**config.mk**
```make
export PLATFORM = sky130hd
export DESIGN_NAME = lls_div
export DESIGN_NICKNAME = d
export VERILOG_FILES = /design/src/lls_pkg.sv /design/src/lls_div.sv
export SDC_FILE = /design/constraint.sdc
export NUM_CORES = 1
export LEC_CHECK = 0
export ABC_CLOCK_PERIOD_IN_PS = 3700
export BUFFER_PORTS_ARGS = -buffer_cell sky130_fd_sc_hd__buf_2
export CAP_MARGIN = 5
export CORE_AREA = 3 3 87 89
export DETAILED_ROUTE_END_ITERATION = 6
export DIE_AREA = 0 0 90 92
export PLACE_DENSITY = 0.72
export SYNTH_ARGS = -nofsm -noshare
export SYNTH_HDL_FRONTEND = slang
export SYNTH_SLANG_ARGS = --single-unit
export TNS_END_PERCENT = 20
```
**constraint.sdc**
```tcl
create_clock -name clk -period 3.7 [get_ports clk]
set_input_delay 0.74 -clock clk [delete_from_list [all_inputs] [get_ports clk]]
set_output_delay 0.74 -clock clk [all_outputs]
set_load 0.02 [all_outputs]
```
**src/lls_pkg.sv**
```systemverilog
// package for the link latency statistics block
// state, function codes, constants and divider request and response types; no dependencies
`timescale 1ns / 1ps
`default_nettype none
package lls_pkg;

  localparam int LLS_SLOTS = 64;

  localparam logic [2:0] FUNC_SEND     = 3'd0;
  localparam logic [2:0] FUNC_REPLY    = 3'd1;
  localparam logic [2:0] FUNC_CALC     = 3'd2;
  localparam logic [2:0] FUNC_RESTART  = 3'd3;
  localparam logic [2:0] FUNC_RETARGET = 3'd4;

  localparam logic [13:0] DROP_MARK    = 14'd9999;
  localparam logic [13:0] FRAME_MAX    = 14'd9998;
  localparam logic [31:0] FRAME_HALF   = 32'd4999;
  localparam logic [31:0] MS_CAP       = 32'd1000;
  localparam logic [31:0] STATS_PERIOD = 32'd1000;
  localparam logic [9:0]  STAT_CAP     = 10'd999;
  localparam logic [6:0]  DEV_CAP      = 7'd99;
  localparam logic [31:0] SPREAD_LIMIT = 32'd2000;
  localparam logic [31:0] MIN_START    = 32'd9999999;
  localparam logic [13:0] PCT_SCALE    = 14'd100;

  localparam int DIV_NW = 40;
  localparam int DIV_DW = 8;

  typedef struct packed {
    logic              start;
    logic [DIV_NW-1:0] dividend;
    logic [DIV_DW-1:0] divisor;
  } lls_div_req_t;

  typedef struct packed {
    logic              done;
    logic [DIV_NW-1:0] quot;
    logic [DIV_DW-1:0] rem;
  } lls_div_rsp_t;

  typedef enum logic [4:0] {
    ST_CLEAR,
    ST_IDLE,
    ST_RPL_DIV,
    ST_RPL_WAIT,
    ST_CALC,
    ST_W1_RD,
    ST_W1_ACC,
    ST_W1_END,
    ST_AVG_WAIT,
    ST_W2_RD,
    ST_W2_Q,
    ST_W2_MUL,
    ST_W2_ACC,
    ST_V_NS2,
    ST_V_S1S,
    ST_V_D4,
    ST_DV_MUL,
    ST_DV_CMP,
    ST_LOSS_DIV,
    ST_LOSS_WAIT,
    ST_E_RD,
    ST_E_CALC,
    ST_OUT_WAIT
  } lls_state_t;

endpackage
`default_nettype wire

```
**src/lls_div.sv**
```systemverilog
// restoring divider, one quotient bit per cycle
// depends on lls_pkg for widths and request types
`timescale 1ns / 1ps
`default_nettype none
module lls_div (
  input  wire logic                  clk,
  input  wire logic                  rst_n,
  input  wire lls_pkg::lls_div_req_t req,
  output lls_pkg::lls_div_rsp_t      rsp
);
  import lls_pkg::*;

  localparam int CW = $clog2(DIV_NW);

  logic              busy_r;
  logic [CW-1:0]     cnt_r;
  logic [DIV_NW-1:0] q_r;
  logic [DIV_DW-1:0] rem_r;
  logic [DIV_DW-1:0] div_r;
  logic              done_r;
  logic [DIV_DW:0]   trial;
  logic              fits;

  assign trial = {rem_r, q_r[DIV_NW-1]};
  assign fits  = trial >= {1'b0, div_r};

  always_ff @(posedge clk) begin
    if (!rst_n) begin
      busy_r <= 1'b0;
      done_r <= 1'b0;
      cnt_r  <= '0;
    end else begin
      done_r <= 1'b0;
      if (req.start) begin
        busy_r <= 1'b1;
        cnt_r  <= '0;
        q_r    <= req.dividend;
        rem_r  <= '0;
        div_r  <= req.divisor;
      end else if (busy_r) begin
        rem_r <= fits ? DIV_DW'(trial - {1'b0, div_r}) : DIV_DW'(trial);
        q_r   <= {q_r[DIV_NW-2:0], fits};
        cnt_r <= cnt_r + 1'b1;
        if (cnt_r == CW'(DIV_NW - 1)) begin
          busy_r <= 1'b0;
          done_r <= 1'b1;
        end
      end
    end
  end

  assign rsp.done = done_r;
  assign rsp.quot = q_r;
  assign rsp.rem  = rem_r;

endmodule
`default_nettype wire

```
==> results of run 1 <==
## metal layers
metal / wire [um] / vias up / track usage [%]
met4: 108 / 0 / 6.89
met5: 0 / - / 0
li1: - / 1046 / -
met3: 485 / 11 / 5.50
met2: 3070 / 80 / 25.0
met1: 2750 / 1006 / 20.2
## worst paths after layout
kind / from / end
hold / removal: cnt_r[5] / cnt_r[5]
setup reg to reg: rem_r[5] / q_r[0]
setup / recovery: rem_r[5] / q_r[0]
hold reg to reg: cnt_r[5] / cnt_r[5]
## kinds of logic after synthesis
group,after synthesis
AO/OA/AOI/OAI,41
XOR/XNOR,5
adder cells (fa/ha/maj),10
buffers and inverters,20
flip-flops,64
multiplexers,42
AND/OR/NAND/NOR,37
## critical path: cells and delay by family (launching register included)
family / cells / cell delay, ps
and+or+nand+nor: 1 / 110
adders and majority gates: 1 / 410
DFF: 1 / 430
muxes: 1 / 280
AOI/OAI and AO/OA: 3 / 730
## report_power, final
part           switching, W  internal (W)
combinational      0.000179      0.000140
sequential        0.0000275      0.000845
clock              0.000278      0.000379
total              0.000485       0.00136
## metrics by stage
stage,utilization (%),hold slack (ps)
finish,57.0,489
global route,57.0,517
CTS,57.0,491
detailed placement,53.8,479
global placement,53.8,470
floorplan,-,458
## cells in the mapped netlist (2+ instances only)
cell,n
nor2b_1,2
dfxtp_1,8
mux2_2,40
a21o_2,2
a211oi_1,2
inv_1,12
o21ai_0,8
o211ai_1,2
clkbuf_1,6
a21oi_1,11
or3_1,3
nand3_1,7
nor2_1,7
o21a_1,4
xor2_1,3
nor3_1,4
edfxtp_1,56
nand4_1,4
mux2i_1,2
xnor2_1,2
ha_1,9
nand2_1,3
## final cells by class
cell class / count / area [um2] / area share, %
multi-input combinational: 135 / 1150 / 29.5
timing repair buffer: 102 / 518 / 13.3
clock buffer: 9 / 124 / 3.18
clock inverter: 7 / 96.3 / 2.47
tap: 96 / 120 / 3.08
sequential: 64 / 1840 / 47.3
inverter: 12 / 45.0 / 1.16
## sequential cells by signal, indices dropped and copies added (netlist names)
signal  cells
cnt_r       6
busy_r      1
rem_r       8
done_r      1
q_r        40
div_r       8
==> results by group, run 1 <==
Status
  – Run status: completed

Hold path
  – WHS Path Cells: 2
  – Worst hold path class: register to register

Layout
  – Share of cells above drive strength 1: 51.4%
  – Diode count: 0
  – Leading cell type in the layout, fill and taps excluded: buf_2
  – Final Instance Count excl. Fillers: about 430
  – Count of fill cells added during filler insertion: 596
  – Highest-count cells in the layout ignoring fill and taps: buf_2, edfxtp_1, mux2_2, inv_1, a21oi_1
  – Final nets: 385
  – Relative area change from synthesis to final layout: 26.8%
  – Post-layout instance area: a little under 4000 um2

Power and ir drop
  – PD cells: 475 nW/um2
  – Tot Pwr: 0.00185 W
  – Leak pwr: 1.56 nW
  – Max rail drop VDD: 0.240 mV

STA
  – Total of endpoints with negative setup slack in the final report: 0
  – Clock skew: 6.74 ps
  – Setup TNS: 0 ps
  – RSZ-0062 raised after global routing: no
  – Period minus WS final: 2200 ps
  – Fraction of the cycle the final worst path needs: 59.3%
  – Slew @ Worst Pin: 634 ps
  – Slew Limit Headroom: 57.7%
  – Hold Vio Cnt, Final: 0
  – Final Worst Setup Slack: 1500 ps
  – Max-slew violation count: 0
  – Max Clk Rate: 0.455 GHz

Floorplan
  – # IOs: 100
  – Area of the die: 8280 um2
  – Core Rows: 30
  – Die width: 90 um
  – Height of the die: 92 um
  – Std-Cell Core Area: 6830 um2
  – Effective utilization at floorplan: 45.0%

Synth
  – Area share of xor/xnor cells in the synthesized design: 1.43%
  – Dominant register cell in the synthesized netlist: edfxtp_1
  – Mapped Nets: 280
  – Mux share of post-synthesis cell area: 15.3%
  – EDFF count, synth: 56
  – Synth Area in Adders: under 10%
  – Top post-synthesis cells by area: edfxtp_1, mux2_2, dfxtp_1, ha_1, a21oi_1
  – Synth top area share: between 50% and 60%
  – Simple logic cell fraction of the synthesized area: 6.40%
  – Average size of a mapped cell: 14.0 um2
  – Count of cell types in the netlist: between 40 and 50
  – Main combinational cell family by area after synthesis: multiplexers
  – Portion of the post-synthesis area used by sequential elements: 60.0%
  – Netlist area before placement: roughly 3100 um2
  – Yosys synthesis warning count: 0
  – Compound-cell area share of the yosys netlist: 9.98%
  – Number of standard cells after synthesis: 219
  – Leading area contributor after synthesis: edfxtp_1
  – Async S/R FF share, synth: 0%
  – Register bit count reported by yosys: 64

Placed design
  – Area post-placement: 3680 um2
  – Dpl hpwl: 4770 um
  – Weighted congestion at the end of routability-driven global placement: ~0.8
  – Number of placed instances with taps included: between 400 and 500
  – Worst setup timing slack at the placement stage: around 1300 ps
  – Input/output buffers: 99

Global routing
  – Vias in the first global route: approximately 2,100
  – Number of antenna violations at the first check in global routing: 0
  – Gr usage total: 16.0%
  – Largest net degree at the start of global routing: 31
  – Grt ovf: 0
  – First-pass GRT wire length: 10,400 um

Worst setup path
  – FF-to-FF path depth: 6
  – Startpoint kind of the worst setup timing path: register
  – Ordered list of cells on the worst path: ha_1 > a21oi_2 > o21ai_2 > a211oi_4 > nand2_2 > mux2_2
  – Top fanout value on the critical path: 7
  – Data required time at the worst endpoint: 3780 ps
  – Signal arrival time at the worst endpoint: 2280 ps
  – Slowest cell on crit path: edfxtp_1
  – Path type of the worst setup path: register to register
  – Capturing element type of the critical path: register
  – Worst R2R Setup Slack: between 1500 and 2000 ps
  – Delay of the slowest cell on the worst path: 430 ps

Clock tree
  – Post-CTS Setup Inserts: 0
  – Number of clock buffers inserted by TritonCTS: 9
  – CTS tree: built
  – Insertion delay to the later sink of the worst-skew pair: roughly 330 ps
  – Clock root buffer: clkbuf_8
  – Count of hold buffers inserted by post-cts repair: 0
  – Number of buffers on the longest clock path: 2
  – Total clock sinks: 64
  – Resize count post-CTS: 0
  – Total number of H-tree levels: 3
  – CTS clock-pin slew for the worst setup and hold paths: about 70 ps

Detailed routing
  – Via/cell ratio: a little over 5
  – Violation count after the first detailed-routing iteration: 90
  – WL/cell: 15.1 um
  – Drt pass-1 iters: 5
  – Antenna-violating nets left: 0
  – DRC Markers: 0
  – DR vias: 2,143
  – Sum of routed wire length over all layers: 6420 um

Run
  – Number of maximum-capacitance violations: 0
(Power assumes the default switching activity.)
==> run 2: changes to the inputs <==
--- a/config.mk
+++ b/config.mk
@@ -5,13 +5,13 @@
 export SDC_FILE = /design/constraint.sdc
 export NUM_CORES = 1
 export LEC_CHECK = 0
-export ABC_CLOCK_PERIOD_IN_PS = 3700
+export ABC_CLOCK_PERIOD_IN_PS = 2000
 export BUFFER_PORTS_ARGS = -buffer_cell sky130_fd_sc_hd__buf_2
 export CAP_MARGIN = 5
 export CORE_AREA = 3 3 87 89
 export DETAILED_ROUTE_END_ITERATION = 6
 export DIE_AREA = 0 0 90 92
-export PLACE_DENSITY = 0.72
+export PLACE_DENSITY = 0.75
 export SYNTH_ARGS = -nofsm -noshare
 export SYNTH_HDL_FRONTEND = slang
 export SYNTH_SLANG_ARGS = --single-unit
==> constraint.sdc (replaced) <==
create_clock -name clk -period 2 [get_ports clk]
set_input_delay 0.4 -clock clk [delete_from_list [all_inputs] [get_ports clk]]
set_output_delay 0.4 -clock clk [all_outputs]
set_load 0.02 [all_outputs]
==> results by group, run 2 (synthesis gave the netlist of run 1 again) <==
Clock tree
  – CTS tree: built
  – Total number of H-tree levels: 3
  – CTS clock-pin slew for the worst setup and hold paths: approximately 80 ps
  – Count of hold buffers inserted by post-cts repair: 0
  – Number of clock buffers inserted by TritonCTS: 9
  – Number of buffers on the longest clock path: 2
  – Insertion delay to the later sink of the worst-skew pair: between 300 and 400 ps
  – Total clock sinks: 64
  – Clock root buffer: clkbuf_8

Floorplan
  – Effective utilization at floorplan: 45.0%
  – Area of the die: 8280 um2
  – Core Rows: 30
  – Die width: 90 um
  – # IOs: 100
  – Std-Cell Core Area: 6830 um2
  – Height of the die: 92 um

Worst setup path
  – Path type of the worst setup path: register to register
  – Slowest cell on crit path: edfxtp_1
  – Signal arrival time at the worst endpoint: 2060 ps
  – Startpoint kind of the worst setup timing path: register
  – Capturing element type of the critical path: register
  – Delay of the slowest cell on the worst path: 410 ps
  – Ordered list of cells on the worst path: inv_2 > ha_4 > nor2b_4 > o31ai_4 > a21o_2 > nand2_4 > mux2_4
  – Data required time at the worst endpoint: 2100 ps
  – Top fanout value on the critical path: 4

Global routing
  – Grt ovf: 0
  – Largest net degree at the start of global routing: 34
  – Gr usage total: 17.2%
  – Number of antenna violations at the first check in global routing: 0
  – Vias in the first global route: roughly 2,300
  – First-pass GRT wire length: 11,100 um

Placed design
  – Number of placed instances with taps included: 419
  – Input/output buffers: 99
  – Dpl hpwl: 4990 um
  – Weighted congestion at the end of routability-driven global placement: 0.876

Layout
  – Count of fill cells added during filler insertion: ~550
  – Leading registers by flop count: q_r x40, div_r x8, rem_r x8
  – Leading cell type in the layout, fill and taps excluded: buf_2
  – Final nets: between 300 and 400
  – Diode count: 0
  – Highest-count cells in the layout ignoring fill and taps: buf_2, edfxtp_1, mux2_2, inv_1, buf_4
  – Register with the most flip-flops: q_r
  – Final Instance Count excl. Fillers: between 400 and 500
  – Number of flip-flops under the largest register name: 40
  – Relative area change from synthesis to final layout: 35.3%
  – Share of cells above drive strength 1: 57.0%

Detailed routing
  – Antenna-violating nets left: 0
  – WL/cell: 15.9 um
  – Via/cell ratio: 5.21
  – Violation count after the first detailed-routing iteration: 68
  – Drt pass-1 iters: 4
  – Sum of routed wire length over all layers: 6950 um
  – DRC Markers: 0
  – DR vias: 2,283

STA
  – Max-slew violation count: 0
  – Fraction of the cycle the final worst path needs: between 90% and 100%
  – Clock skew: 10.6 ps
  – RSZ-0062 raised after global routing: yes
  – Setup TNS: 0 ps
  – Hold Vio Cnt, Final: 0
  – Slew Limit Headroom: 66.5%
  – Max Clk Rate: 0.510 GHz
  – Period minus WS final: around 2000 ps
  – Total of endpoints with negative setup slack in the final report: 0
  – Slew @ Worst Pin: 503 ps

Power and ir drop
  – Max rail drop VDD: 0.485 mV
  – Combinational share of power: 20.1%
  – Share of power burned in registers: around 46%
  – Internal power component: 0.00260 W
  – Sw Pwr: 0.000940 W
  – Tot Pwr: 0.00354 W
  – Switching part of the total: 26.5%
  – Clock network power share: 34.3%
  – PD cells: 852 nW/um2
  – Leak pwr: 1.65 nW

Run
  – Number of maximum-capacitance violations: 0

Status
  – Run status: completed

Hold path
  – Worst hold path class: input pin to register
run 2: worst paths after layout:
kind	to	cells past startpoint	slack [ps]	from
setup reg to reg	q_r[0]	7	40	div_r[1]
hold reg to reg	cnt_r[5]	2	490	cnt_r[5]
hold / removal	div_r[6]	1	230	req[6]
setup / recovery	q_r[0]	7	40	div_r[1]
run 2: layout make-up:
class | instances | area (um2) | area share [%]
Clock buffer | 10 | 128 | 3.07
Sequential cell | 64 | 1840 | 44.3
Timing Repair Buffer | 115 | 661 | 15.9
Clock inverter | 6 | 83.8 | 2.02
Tap cell | 96 | 120 | 2.89
Inverter | 12 | 45.0 | 1.08
Multi-Input combinational cell | 135 | 1280 | 30.7
run 2: power groups by stage:
stage	clock (W)	combinational, W	sequential, W
3_3_place_gp	0	0.000632	0.00164
6_report	0.00121	0.000710	0.00162
3_5_place_dp	0	0.000646	0.00164
5_1_grt	0.00130	0.000767	0.00163
4_1_cts	0.00123	0.000657	0.00161
2_1_floorplan	0	0.000336	0.00172
run 2: per-layer routing:
metal | global-route usage (%) | vias up | routed length, um
met4 | 5.87 | 0 | 106
met5 | 0 | - | 0
met2 | 27.4 | 107 | 3360
li1 | - | 1076 | -
met1 | 21.1 | 1090 | 2910
met3 | 7.14 | 10 | 571
run 2: repair_timing:
action / in CTS / in global routing
gates resized for setup: 3 / 20
hold endpoints to repair: 0 / 0
setup buffers: 1 / 2
endpoints found under the setup margin: 2 / 9
pin swaps: 0 / 7
run 2: per-stage QoR:
step / hold slack, ps / worst slack [ps] / util [%] / cell area (um2)
final: 227 / 41.1 / 60.8 / 4160
after global routing: 207 / -19.3 / 60.8 / 4160
after global placement: 471 / 55.9 / 55.7 / 3810
after CTS: 217 / -1.78 / 59.1 / 4040
after floorplan: 458 / -94.8 / - / 3090
after detailed placement: 478 / -56.4 / 55.7 / 3810
run 2: critical path: cells and delay by family (launching register included):
kind / cells / cell delay [ps]
compound gates: 2 / 560
fa+ha+maj: 1 / 200
buf+inv: 1 / 90
flops: 1 / 410
mux: 1 / 270
simple gates: 2 / 190
